`config.mk`:
```
export PLATFORM = sky130hd
export DESIGN_NAME = rrts_out
export DESIGN_NICKNAME = d
export VERILOG_FILES = /design/src/hw/rtl/rrts_pkg.sv /design/src/hw/rtl/rrts_out.sv
export SDC_FILE = /design/constraint.sdc
export NUM_CORES = 1
export LEC_CHECK = 0
export ABC_AREA = 1
export BUFFER_PORTS_ARGS = -buffer_cell sky130_fd_sc_hd__buf_2
export CAP_MARGIN = 20
export CORE_AREA = 5 5 145 147
export CTS_CLUSTER_SIZE = 20
export DETAILED_ROUTE_END_ITERATION = 8
export DIE_AREA = 0 0 150 152
export PLACE_DENSITY = 0.62
export SYNTH_ARGS = -nofsm -noshare
export SYNTH_HDL_FRONTEND = slang
export SYNTH_SLANG_ARGS = --single-unit
```
`constraint.sdc`:
```
create_clock -name clk_i -period 7.9 [get_ports clk_i]
set_input_delay 1.185 -clock clk_i [delete_from_list [all_inputs] [get_ports clk_i]]
set_output_delay 1.185 -clock clk_i [all_outputs]
set_load 0.02 [all_outputs]
```
`src/hw/rtl/rrts_pkg.sv`:
```
// rrts_pkg: shared constants, types and helpers of the range rule tiling selector
// used by rrts_cell, rrts_out and range_rule_tiling_selector_top; no dependencies
package rrts_pkg;

  localparam int RULES_PER_TABLE = 16;
  localparam int NUM_TABLES      = 5;
  localparam int NUM_BOUNDS      = 6;
  localparam int NUM_SLOTS       = NUM_TABLES * RULES_PER_TABLE;

  localparam int SLOT_W     = 7;
  localparam int CAND_W     = 16;
  localparam int BOUND_W    = 32;
  localparam int SIZE_W     = 31;
  localparam int TBL_W      = 3;
  localparam int CFG_IDX_W  = 3;
  localparam int POS_W      = (RULES_PER_TABLE > 1) ? $clog2(RULES_PER_TABLE) : 1;
  localparam int SLOT_CMP_W = ($clog2(NUM_SLOTS + 1) > SLOT_W) ?
                              $clog2(NUM_SLOTS + 1) : SLOT_W;
  localparam int ROWS_W     = CAND_W + 1;
  localparam int TILE_W     = 9;

  localparam int IN_DATA_W  = 312;
  localparam int OUT_DATA_W = 120;
  localparam int IN_USER_W  = 2;

  // operation codes
  localparam logic [1:0] OP_WRITE = 2'd0;
  localparam logic [1:0] OP_INVAL = 2'd1;
  localparam logic [1:0] OP_QUERY = 2'd2;

  // configuration register indexes
  localparam logic [CFG_IDX_W-1:0] CFG_M_TILE_DEFAULT    = 3'd0;
  localparam logic [CFG_IDX_W-1:0] CFG_INTERVAL_DEFAULT  = 3'd1;
  localparam logic [CFG_IDX_W-1:0] CFG_TILE_ROWS_DEFAULT = 3'd2;
  localparam logic [CFG_IDX_W-1:0] CFG_NPU_SPLIT_DEFAULT = 3'd3;
  localparam logic [CFG_IDX_W-1:0] CFG_DATA_SPLIT_DEFAULT = 3'd4;

  // table numbers
  localparam int TBL_M_TILE    = 0;
  localparam int TBL_INTERVAL  = 1;
  localparam int TBL_TILE_ROWS = 2;
  localparam int TBL_NPU_SPLIT = 3;
  localparam int TBL_DATA_SPLIT = 4;

  // bound order inside a rule
  localparam int B_M_LO = 0;
  localparam int B_M_HI = 1;
  localparam int B_K_LO = 2;
  localparam int B_K_HI = 3;
  localparam int B_N_LO = 4;
  localparam int B_N_HI = 5;

  localparam logic [TILE_W-1:0] TILE_256 = 9'd256;
  localparam logic [TILE_W-1:0] TILE_128 = 9'd128;
  localparam logic [CAND_W-1:0] M_TILE_BIG = 16'd256;

  // query token walking down the cell chain
  typedef struct packed {
    logic [SIZE_W-1:0]                  m;
    logic [SIZE_W-1:0]                  k;
    logic [SIZE_W-1:0]                  n;
    logic [NUM_TABLES-1:0]              hit;
    logic [NUM_TABLES-1:0][CAND_W-1:0]  pick;
  } rrts_tok_pay_t;

  typedef struct packed {
    logic          vld;
    rrts_tok_pay_t pay;
  } rrts_tok_t;

  // rule update broadcast to the cells
  typedef struct packed {
    logic                               wr;
    logic                               inv;
    logic [TBL_W-1:0]                   tbl;
    logic [CAND_W-1:0]                  cand;
    logic [NUM_BOUNDS-1:0][BOUND_W-1:0] bnd;
  } rrts_rule_cmd_t;

  // all ones bound is a wildcard; other bounds compare as signed 32 bit
  function automatic logic in_range(logic [SIZE_W-1:0] v, logic [BOUND_W-1:0] lo,
                                    logic [BOUND_W-1:0] hi);
    logic lo_ok;
    logic hi_ok;
    lo_ok = (lo == '1) || ($signed({1'b0, v}) >= $signed(lo));
    hi_ok = (hi == '1) || ($signed({1'b0, v}) <= $signed(hi));
    return lo_ok && hi_ok;
  endfunction

endpackage

```
`src/hw/rtl/rrts_out.sv`:
```
// rrts_out: merges table defaults into the chain result and holds the output register
// depends on rrts_pkg
module rrts_out (
  input  logic                                          clk_i,
  input  logic                                          rst_ni,
  input  rrts_pkg::rrts_tok_t                           tok_i,
  input  logic [rrts_pkg::NUM_TABLES-1:0][rrts_pkg::CAND_W-1:0] dflt_i,
  output logic                                          take_o,
  output logic                                          m_axis_tvalid_o,
  input  logic                                          m_axis_tready_i,
  output logic [rrts_pkg::OUT_DATA_W-1:0]               m_axis_tdata_o
);
  import rrts_pkg::*;

  logic                                  vld_q;
  logic [OUT_DATA_W-1:0]                 data_q;
  logic [OUT_DATA_W-1:0]                 data_d;
  logic [NUM_TABLES-1:0][CAND_W-1:0]     pick;
  logic [ROWS_W-1:0]                     rows;
  logic [TILE_W-1:0]                     n_tile;

  assign take_o = !vld_q || m_axis_tready_i;

  always_comb begin
    for (int t = 0; t < NUM_TABLES; t++) begin
      pick[t] = tok_i.pay.hit[t] ? tok_i.pay.pick[t] : dflt_i[t];
    end
    rows   = {pick[TBL_TILE_ROWS], 1'b0};
    n_tile = (pick[TBL_M_TILE] == M_TILE_BIG) ? TILE_128 : TILE_256;
    data_d = {4'b0, TILE_256, n_tile, rows, pick[TBL_DATA_SPLIT], pick[TBL_NPU_SPLIT],
              rows, pick[TBL_INTERVAL], pick[TBL_M_TILE]};
  end

  always_ff @(posedge clk_i or negedge rst_ni) begin
    if (!rst_ni) begin
      vld_q <= 1'b0;
    end else if (take_o) begin
      vld_q <= tok_i.vld;
    end
  end

  always_ff @(posedge clk_i) begin
    if (take_o && tok_i.vld) begin
      data_q <= data_d;
    end
  end

  assign m_axis_tvalid_o = vld_q;
  assign m_axis_tdata_o  = data_q;

endmodule

```
==> flow_summary.toml <==
[status]
status = "completed"

[synthesis]
synth_cells = 356
synth_top_area_cell = "edfxtp_1"
yosys_warnings = 0
syn_avg_cell_area_um2 = 11.8
synthMuxAreaShare_pct = 17.2
synth_top_family_by_area = "multiplexers"
syn_area_mm2 = 0.00420
synth-compound-area-share_pct = 0.715
ys_seq_elements = 83
ys_types = 14
synth_simple_gate_area_share_pct = 10.3
synth_xor_area_share_pct = 0
synthTopCellsByArea = "edfxtp_1 (59%), mux2_2 (17%), nand2_1 (8.8%)"
synth_adder_area_share_pct = 0
synth-seq-area-share_pct = 59.3
synth_top_cell_area_share_pct = 58.7

[floorplanning]
die_area_mm2 = 0.0228
row_count = 52
core_area_mm2 = 0.0198
die_w_um = 150
num_io_pins = 384
start_util_pct = 21.2
fp.dieH_um = 152

[place]
place_congestion = 0.787
port_buffers = 268
placedInstanceArea_mm2 = 0.00559
hpwl_um = 10300
placed_cells = 863

[worst_setup_path]
critPathSlowestCell = "buf_2"
critPathMaxFanout = 2
cpMostUsedCell = "buf_2"
reg2regPathDepth = 3
crit_path_cell_trace = "buf_2, inv_1, nand2_1, buf_2"
end_kind = "output port"
max_stage_delay_ps = 160
crit-reg2reg-launch = "m_axis_tvalid_o$_DFFE_PN0P_"
cp_top_family = "buffers and inverters"
critPathKind = "in -> out"
r2r_slack_ps = 6200
rr_endpoint = "m_axis_tdata_o[56]$_DFFE_PP_"
worstPathArrival_ps = 1610
required_ps = 6710
critical_path_buf_inv_count = 3
cp_num_cells = 4
cp-start-kind = "primary input"

[clock_network]
numCtsBuffers = 9
ctsResizeCount = 0
post_cts_buffers = 0
cts-root-buf = "clkbuf_16"
worst_skew_pair.late_latency_ps = 340
cts_buffer_depth = 2
cts_hold_buf = 0
cts_tree = "done"
clkTransAtPathRegs_ps = 70
cts_sinks = 83
htreeDepth = 3

[drt]
dr.pass1.iters = 4
wirelength_um = 12800
drcViolationCount = 0
routed.top_layer = "met5"
avgRoutedWirePerCell_um = 14.5
ant_nets = 0
wl_met1_um = 4810
vias_per_cell = 3.77
route.met3.wl_um = 1510
route.vias.total = 3316
drt_iter0_markers = 125
routed-wl-met2_um = 6310

[hold_path]
min_from = "m_axis_tvalid_o$_DFFE_PN0P_"
min_to = "m_axis_tvalid_o$_DFFE_PN0P_"
hold_depth = 2
worst_hold_path_type = "reg -> reg"

[cells_and_area]
final_area_mm2 = 0.00591
syn_to_final_growth_pct = 40.9
layout.nets = 867
insertedDiodeCount = 0
final_common_cell = "buf_2"
layout-drive-gt1-share_pct = 57.9
mostFrequentLayoutCells = "buf_2 (268), nand2_1 (98), edfxtp_1 (82)"
stdcell_count = 880

[timing]
fmax_mhz = 357
slew_headroom_pct = 59.8
period_needed_ps = 2800
setup_violations = 0
drv_slew = 0
final-hold-violation-count = 0
whs_ps = 584
rsz0062_at_grt = "false"
skew_ps = 14.5
tightestPinTransition_ps = 602
fin_crit_sh_pct = 35.4
setup_tns_ps = 0

[power_and_ir_drop]
power_leakage_nw = 2.81
power_density_mw_per_mm2 = 196
irDropWorstVdd_uv = 83.4

[global_routing]
grt_remaining_overflow = 0
grt_max_degree = 83
first_global_vias = 3186
grt_usage_pct = 10.4
grt_pass1_wl_um = 17800
antenna_found_initial = 1

[job]
max_cap_viol_count = 0
==> cells by family (layout without fill, tap and decap cells) <==
| group | Yosys count | count (layout) |
|---|---|---|
| flops | 83 | 83 |
| mux | 64 | 64 |
| buf+inv | 87 | 321 |
| simple gates | 114 | 114 |
| compound gates | 6 | 6 |
| other cells | 2 | 22 |
==> synthesized netlist by cell type <==
library cell,count
a21oi_1,1
buf_2,8
buf_4,40
buf_6,4
conb_1,2
dfrtp_1,1
edfxtp_1,82
inv_1,34
inv_4,1
mux2_2,64
nand2_1,98
nand2_2,2
nor2_1,14
o21ai_0,5
==> worst min-delay path: cells and delay by family, from the launching register on <==
family        cells  cell delay (ps)
flops             1              410
simple gates      2              140
==> registers in the layout (all words and copies together) (netlist names) <==
name / cells
m_axis_tdata_o: 82
m_axis_tvalid_o: 1
==> report_power, final <==
| part | leakage, nW | switching (W) | internal, W |
|---|---|---|---|
| sequential | 0.791 | 0.00000736 | 0.000520 |
| clock | 0.144 | 0.000180 | 0.000249 |
| combinational | 1.87 | 0.000122 | 0.0000835 |
==> worst max path at each step <==
stage | startpoint | endpoint | slack, ps
3_3_place_gp | tok_i[80] | m_axis_tdata_o[106]$_DFFE_PP_ | 4970
2_1_floorplan | tok_i[178] | m_axis_tdata_o[0]$_DFFE_PP_ | 2160
5_1_grt | m_axis_tready_i | take_o | 5080
4_1_cts | m_axis_tready_i | take_o | 5100
3_5_place_dp | tok_i[80] | m_axis_tdata_o[106]$_DFFE_PP_ | 4930
6_report | m_axis_tready_i | take_o | 5100
==> final cells by class <==
cell class                      instances  area [um^2]
Clock inverter                          6         72.6
Multi-Input combinational cell        206         1280
Timing Repair Buffer                  270         1380
Inverter                               35          134
Fill cell                            2133        13900
Clock buffer                           10          229
Sequential cell                        83         2490
Tap cell                              270          338
==> per-layer routing <==
metal  GRT usage (%)  vias to the layer above
met5               0                        -
met1            11.5                     1499
met3            4.44                       10
met2            18.2                      187
li1                -                     1618
met4            2.66                        2
==> per-stage QoR <==
step / util [%] / setup slack (ps) / total power [W]
after floorplan: - / 2160 / 0.000673
after global placement: 28.2 / 4970 / 0.000741
after detailed placement: 28.2 / 4930 / 0.000744
after CTS: 29.8 / 5100 / 0.00119
after global routing: 29.9 / 5080 / 0.00122
final: 29.9 / 5100 / 0.00116
(Power assumes the default switching activity.)
