<file path="src/hw/rtl/rrts_pkg.sv">
// rrts_pkg: shared constants, types and helpers of the range rule tiling selector
// used by rrts_cell, rrts_out and range_rule_tiling_selector_top; no dependencies
package rrts_pkg;

  localparam int RULES_PER_TABLE = 16;
  localparam int NUM_TABLES      = 5;
  localparam int NUM_BOUNDS      = 6;
  localparam int NUM_SLOTS       = NUM_TABLES * RULES_PER_TABLE;

  localparam int SLOT_W     = 7;
  localparam int CAND_W     = 16;
  localparam int BOUND_W    = 32;
  localparam int SIZE_W     = 31;
  localparam int TBL_W      = 3;
  localparam int CFG_IDX_W  = 3;
  localparam int POS_W      = (RULES_PER_TABLE > 1) ? $clog2(RULES_PER_TABLE) : 1;
  localparam int SLOT_CMP_W = ($clog2(NUM_SLOTS + 1) > SLOT_W) ?
                              $clog2(NUM_SLOTS + 1) : SLOT_W;
  localparam int ROWS_W     = CAND_W + 1;
  localparam int TILE_W     = 9;

  localparam int IN_DATA_W  = 312;
  localparam int OUT_DATA_W = 120;
  localparam int IN_USER_W  = 2;

  // operation codes
  localparam logic [1:0] OP_WRITE = 2'd0;
  localparam logic [1:0] OP_INVAL = 2'd1;
  localparam logic [1:0] OP_QUERY = 2'd2;

  // configuration register indexes
  localparam logic [CFG_IDX_W-1:0] CFG_M_TILE_DEFAULT    = 3'd0;
  localparam logic [CFG_IDX_W-1:0] CFG_INTERVAL_DEFAULT  = 3'd1;
  localparam logic [CFG_IDX_W-1:0] CFG_TILE_ROWS_DEFAULT = 3'd2;
  localparam logic [CFG_IDX_W-1:0] CFG_NPU_SPLIT_DEFAULT = 3'd3;
  localparam logic [CFG_IDX_W-1:0] CFG_DATA_SPLIT_DEFAULT = 3'd4;

  // table numbers
  localparam int TBL_M_TILE    = 0;
  localparam int TBL_INTERVAL  = 1;
  localparam int TBL_TILE_ROWS = 2;
  localparam int TBL_NPU_SPLIT = 3;
  localparam int TBL_DATA_SPLIT = 4;

  // bound order inside a rule
  localparam int B_M_LO = 0;
  localparam int B_M_HI = 1;
  localparam int B_K_LO = 2;
  localparam int B_K_HI = 3;
  localparam int B_N_LO = 4;
  localparam int B_N_HI = 5;

  localparam logic [TILE_W-1:0] TILE_256 = 9'd256;
  localparam logic [TILE_W-1:0] TILE_128 = 9'd128;
  localparam logic [CAND_W-1:0] M_TILE_BIG = 16'd256;

  // query token walking down the cell chain
  typedef struct packed {
    logic [SIZE_W-1:0]                  m;
    logic [SIZE_W-1:0]                  k;
    logic [SIZE_W-1:0]                  n;
    logic [NUM_TABLES-1:0]              hit;
    logic [NUM_TABLES-1:0][CAND_W-1:0]  pick;
  } rrts_tok_pay_t;

  typedef struct packed {
    logic          vld;
    rrts_tok_pay_t pay;
  } rrts_tok_t;

  // rule update broadcast to the cells
  typedef struct packed {
    logic                               wr;
    logic                               inv;
    logic [TBL_W-1:0]                   tbl;
    logic [CAND_W-1:0]                  cand;
    logic [NUM_BOUNDS-1:0][BOUND_W-1:0] bnd;
  } rrts_rule_cmd_t;

  // all ones bound is a wildcard; other bounds compare as signed 32 bit
  function automatic logic in_range(logic [SIZE_W-1:0] v, logic [BOUND_W-1:0] lo,
                                    logic [BOUND_W-1:0] hi);
    logic lo_ok;
    logic hi_ok;
    lo_ok = (lo == '1) || ($signed({1'b0, v}) >= $signed(lo));
    hi_ok = (hi == '1) || ($signed({1'b0, v}) <= $signed(hi));
    return lo_ok && hi_ok;
  endfunction

endpackage

</file>
<file path="src/hw/rtl/rrts_cell.sv">
// rrts_cell: one priority position of all five rule tables plus one chain stage
// depends on rrts_pkg
module rrts_cell (
  input  logic                    clk_i,
  input  logic                    rst_ni,
  input  logic                    advance_i,
  input  rrts_pkg::rrts_rule_cmd_t cmd_i,
  input  rrts_pkg::rrts_tok_t     tok_i,
  output rrts_pkg::rrts_tok_t     tok_o
);
  import rrts_pkg::*;

  logic [NUM_TABLES-1:0]                               valid_q;
  logic [NUM_TABLES-1:0][CAND_W-1:0]                   cand_q;
  logic [NUM_TABLES-1:0][NUM_BOUNDS-1:0][BOUND_W-1:0]  bnd_q;

  logic          vld_q;
  rrts_tok_pay_t pay_q;
  rrts_tok_pay_t pay_d;

  // first valid matching rule wins, earlier cells already had priority
  always_comb begin
    pay_d = tok_i.pay;
    for (int t = 0; t < NUM_TABLES; t++) begin
      if (!tok_i.pay.hit[t] && valid_q[t] &&
          in_range(tok_i.pay.m, bnd_q[t][B_M_LO], bnd_q[t][B_M_HI]) &&
          in_range(tok_i.pay.k, bnd_q[t][B_K_LO], bnd_q[t][B_K_HI]) &&
          in_range(tok_i.pay.n, bnd_q[t][B_N_LO], bnd_q[t][B_N_HI])) begin
        pay_d.hit[t]  = 1'b1;
        pay_d.pick[t] = cand_q[t];
      end
    end
  end

  always_ff @(posedge clk_i or negedge rst_ni) begin
    if (!rst_ni) begin
      valid_q <= '0;
      vld_q   <= 1'b0;
    end else begin
      for (int t = 0; t < NUM_TABLES; t++) begin
        if (cmd_i.tbl == TBL_W'(t)) begin
          if (cmd_i.wr) begin
            valid_q[t] <= 1'b1;
          end else if (cmd_i.inv) begin
            valid_q[t] <= 1'b0;
          end
        end
      end
      if (advance_i) begin
        vld_q <= tok_i.vld;
      end
    end
  end

  always_ff @(posedge clk_i) begin
    for (int t = 0; t < NUM_TABLES; t++) begin
      if (cmd_i.wr && (cmd_i.tbl == TBL_W'(t))) begin
        cand_q[t] <= cmd_i.cand;
        bnd_q[t]  <= cmd_i.bnd;
      end
    end
    if (advance_i) begin
      pay_q <= pay_d;
    end
  end

  assign tok_o.vld = vld_q;
  assign tok_o.pay = pay_q;

endmodule

</file>
<file path="config.mk">
export PLATFORM = sky130hd
export DESIGN_NAME = rrts_cell
export DESIGN_NICKNAME = d
export VERILOG_FILES = /design/src/hw/rtl/rrts_pkg.sv /design/src/hw/rtl/rrts_cell.sv
export SDC_FILE = /design/constraint.sdc
export NUM_CORES = 2
export LEC_CHECK = 0
export BUFFER_PORTS_ARGS = -buffer_cell sky130_fd_sc_hd__buf_2
export CAP_MARGIN = 20
export CORE_MARGIN = 2
export CORE_UTILIZATION = 50
export DETAILED_ROUTE_END_ITERATION = 12
export PLACE_DENSITY = 0.76
export SYNTH_ARGS = -nofsm -noshare
export SYNTH_HDL_FRONTEND = slang
export SYNTH_SLANG_ARGS = --single-unit
export TNS_END_PERCENT = 1
</file>
<file path="constraint.sdc">
create_clock -name clk_i -period 2.9 [get_ports clk_i]
set_input_delay 0 -clock clk_i [delete_from_list [all_inputs] [get_ports clk_i]]
set_output_delay 0 -clock clk_i [all_outputs]
set_load 0.005 [all_outputs]
</file>
==> metrics.txt <==
outcome finished, violations left; failing checks negative setup slack; GRT overflow 0; most frequent cells after synthesis 1218 x edfxtp_1, 930 x ha_1, 917 x inv_1; core box area roughly 120000 µm²; Setup crit start kind register; Final WS setup -821 ps; Initial Utilization 0.503; highest clock rate approximately 0.27 GHz; num ports approximately 570; routability cong. 0.949; layout cells sized above 1 0.241; gr usage total 0.314; Design Power between 40 and 50 mW; Slew headroom 0.433; MaxCap Viol Count 0; R2R depth 14; Syn Nets between 6000 and 7000; Yosys cell types 65; Mean Syn Cell Area between 10 and 15 µm²; combinational fraction of design power 0.126; WL/cell about 24 µm; post-synthesis sequential area ratio 0.591; Syn Std Cell Area slightly above 60000 µm²; Slew Viols, Final 0; setup TNS -49270 ps; area of the die around 130000 µm²; Filler cells 8335; clock power share 0.395; Clk Latency, worst-skew pair approximately 800 ps; Yosys reg bits around 1200; power density over cell area between 500 and 600 nW/µm²; initial antenna violation count 23; Post-DP Area roughly 73000 µm²; Mapped Cells roughly 4700; DP Worst Slack -1650 ps; total iterations of the first detailed-routing run 7; nets slightly below 8000; ys flop type edfxtp_1; Clock Tree Buf Depth 3; CTS tree done; number of flops mapped to enable cells by yosys 1218; placed cells around 7600; H-tree depth 4; DR vias between 40000 and 50000; sequential cell area around 37000 µm²; DRC Markers 0; Final Core Density 0.669; Final setup viols 85; Design Area, Final between 80000 and 90000 µm²; area of the multi-input gates 22600 µm²; biggest area consumer among synthesized cells edfxtp_1; proportion of netlist area held by the largest area contributor 0.589; Yosys warnings 0; final non-filler cell total between 8000 and 9000; Post-synth ARST share 0.00490; clk sink count roughly 1200; Die Y 356 µm; Area Growth Syn to Fin 33.1%; CTS root buf clkbuf_16; Final Hold Slack between 20 and 25 ps; CP Capture Type register; final hold violations 0; Psw 10.5 mW; Crit Path Max Fanout 5; hold path cells 2; wirelength, routed just over 200 mm; Final Skew between 50 and 60 ps; first-pass GRT wire length a little under 300 mm; top post-synthesis cells by area edfxtp_1 59%, ha_1 19%, inv_1 5.5%; vias per cell approximately 5.7; Reg-to-Reg End tok_o[52]; Critical Path AT around 4300 ps; Worst Tran Pin Value between 800 and 900 ps; crit path time final approximately 3700 ps; worst r2r src bnd_q[682]; maximum VDD drop 649 µV; Port Buffers between 500 and 600; number of global-route vias before repair between 40000 and 50000; RSZ-0062 raised after global routing yes; chip width between 300 and 400 µm; switching part of the total 0.245; min-delay worst type in -> reg; site row count ~130; Final period util 1.28; CP Data Required Time approximately 3400 ps; Seq pwr share 0.479; CP Class reg -> reg; cell internal pwr between 30 and 40 mW; largest net degree at the start of global routing roughly 110; Inserted Clock Buffers around 130; Hold Path End bnd_q[602]; clk slew on worst S/H paths approximately 60 ps; FF-to-FF setup slack -820 ps; Leak about 37 nW; cell with the most instances after synthesis edfxtp_1; Hold Startpoint cmd_i[26]; HPWL Detailed 139 mm; Routed Antenna Nets 0; initial DRC count around 4600
==> critical path: stages (launching register included) <==
cell      delay [ps]
edfxtp_1         410
inv_2            100
ha_4             200
nand4_1          130
nor2_1            80
a221o_1          320
o311ai_2         280
buf_4            190
nand3b_1         350
a21oi_4          350
o311ai_4         190
nor4_4           190
buf_6            170
buf_6            160
mux2_4           310
==> layer usage <==
metal / routed length, µm / global-route usage / vias to the layer above
met4: 12800 / 0.174 / 24
met3: 16500 / 0.0632 / 708
met5: 130 / 0 / -
met2: 97200 / 0.527 / 2410
met1: 75400 / 0.378 / 23300
li1: - / - / 21500
==> flip-flops by register name, summed over array words and instances (netlist names) <==
register / cells
bnd_q: 960
cand_q: 80
tok_o: 178
valid_q: 5
vld_q: 1
==> layout make-up <==
| type | instances | share of cell area |
|---|---|---|
| diodes | 12 | 0.000363 |
| clock buffers | 159 | 0.0431 |
| clock inverters | 74 | 0.00818 |
| inverters | 917 | 0.0416 |
| multi-input cells | 2594 | 0.274 |
| flip-flops and latches | 1224 | 0.444 |
| well taps | 1637 | 0.0248 |
| repair buffers | 1752 | 0.164 |
==> worst max path at each step <==
stage | cells after the start | startpoint | endpoint
CTS | 15 | bnd_q[682] | tok_o[57]
detailed placement | 14 | bnd_q[686] | tok_o[49]
global placement | 13 | bnd_q[686] | tok_o[55]
finish | 14 | bnd_q[682] | tok_o[52]
global route | 14 | bnd_q[683] | tok_o[49]
floorplan | 2 | cmd_i[208] | bnd_q[768]
==> what timing repair did <==
| item | in CTS | in global routing |
|---|---|---|
| endpoints found under the setup margin | 85 | 85 |
| hold buffers | 505 | 0 |
| endpoints found under the hold margin | 1769 | 0 |
| pin swaps | 27 | 11 |
| resized for setup | 107 | 40 |
| gates cloned | 1 | 0 |
| setup buffers | 8 | 2 |
==> cell usage in the layout (no fill, tap or decap), types with 31 or more instances in the layout <==
cell / Yosys / final
buf_2: 1 / 572
buf_12: 0 / 44
nor2_1: 100 / 97
nor4_1: 50 / 41
edfxtp_1: 1218 / 1218
a21o_1: 140 / 140
a21oi_1: 313 / 305
o21ai_0: 112 / 104
nand3_1: 72 / 71
buf_4: 4 / 628
mux2_2: 81 / 61
a211oi_1: 48 / 46
inv_1: 917 / 911
dlygate4sd3_1: 0 / 505
nand2_1: 152 / 149
nor2b_1: 39 / 39
clkbuf_16: 0 / 139
nand4_1: 263 / 263
ha_1: 930 / 921
nor3_1: 41 / 31
==> logic make-up (layout without fill, tap and decap cells) <==
kind of cell,Yosys count,in the layout,synth area share
multiplexers,81,81,0.0147
buffers and inverters,923,2902,0.0562
AO/OA/AOI/OAI,765,765,0.0774
other,0,12,0
adder cells (fa/ha/maj),930,930,0.187
flip-flops,1224,1224,0.591
AND/OR/NAND/NOR,818,818,0.0730
==> power groups by stage <==
stage / combinational, mW / sequential, mW / clock [mW]
finish: 5.41 / 20.5 / 16.9
global route: 5.82 / 20.6 / 17.7
CTS: 5.20 / 20.5 / 16.9
detailed placement: 4.49 / 20.8 / 0
global placement: 4.28 / 20.8 / 0
floorplan: 1.82 / 20.8 / 0
No activity file was read; power rests on OpenSTA's default activity.
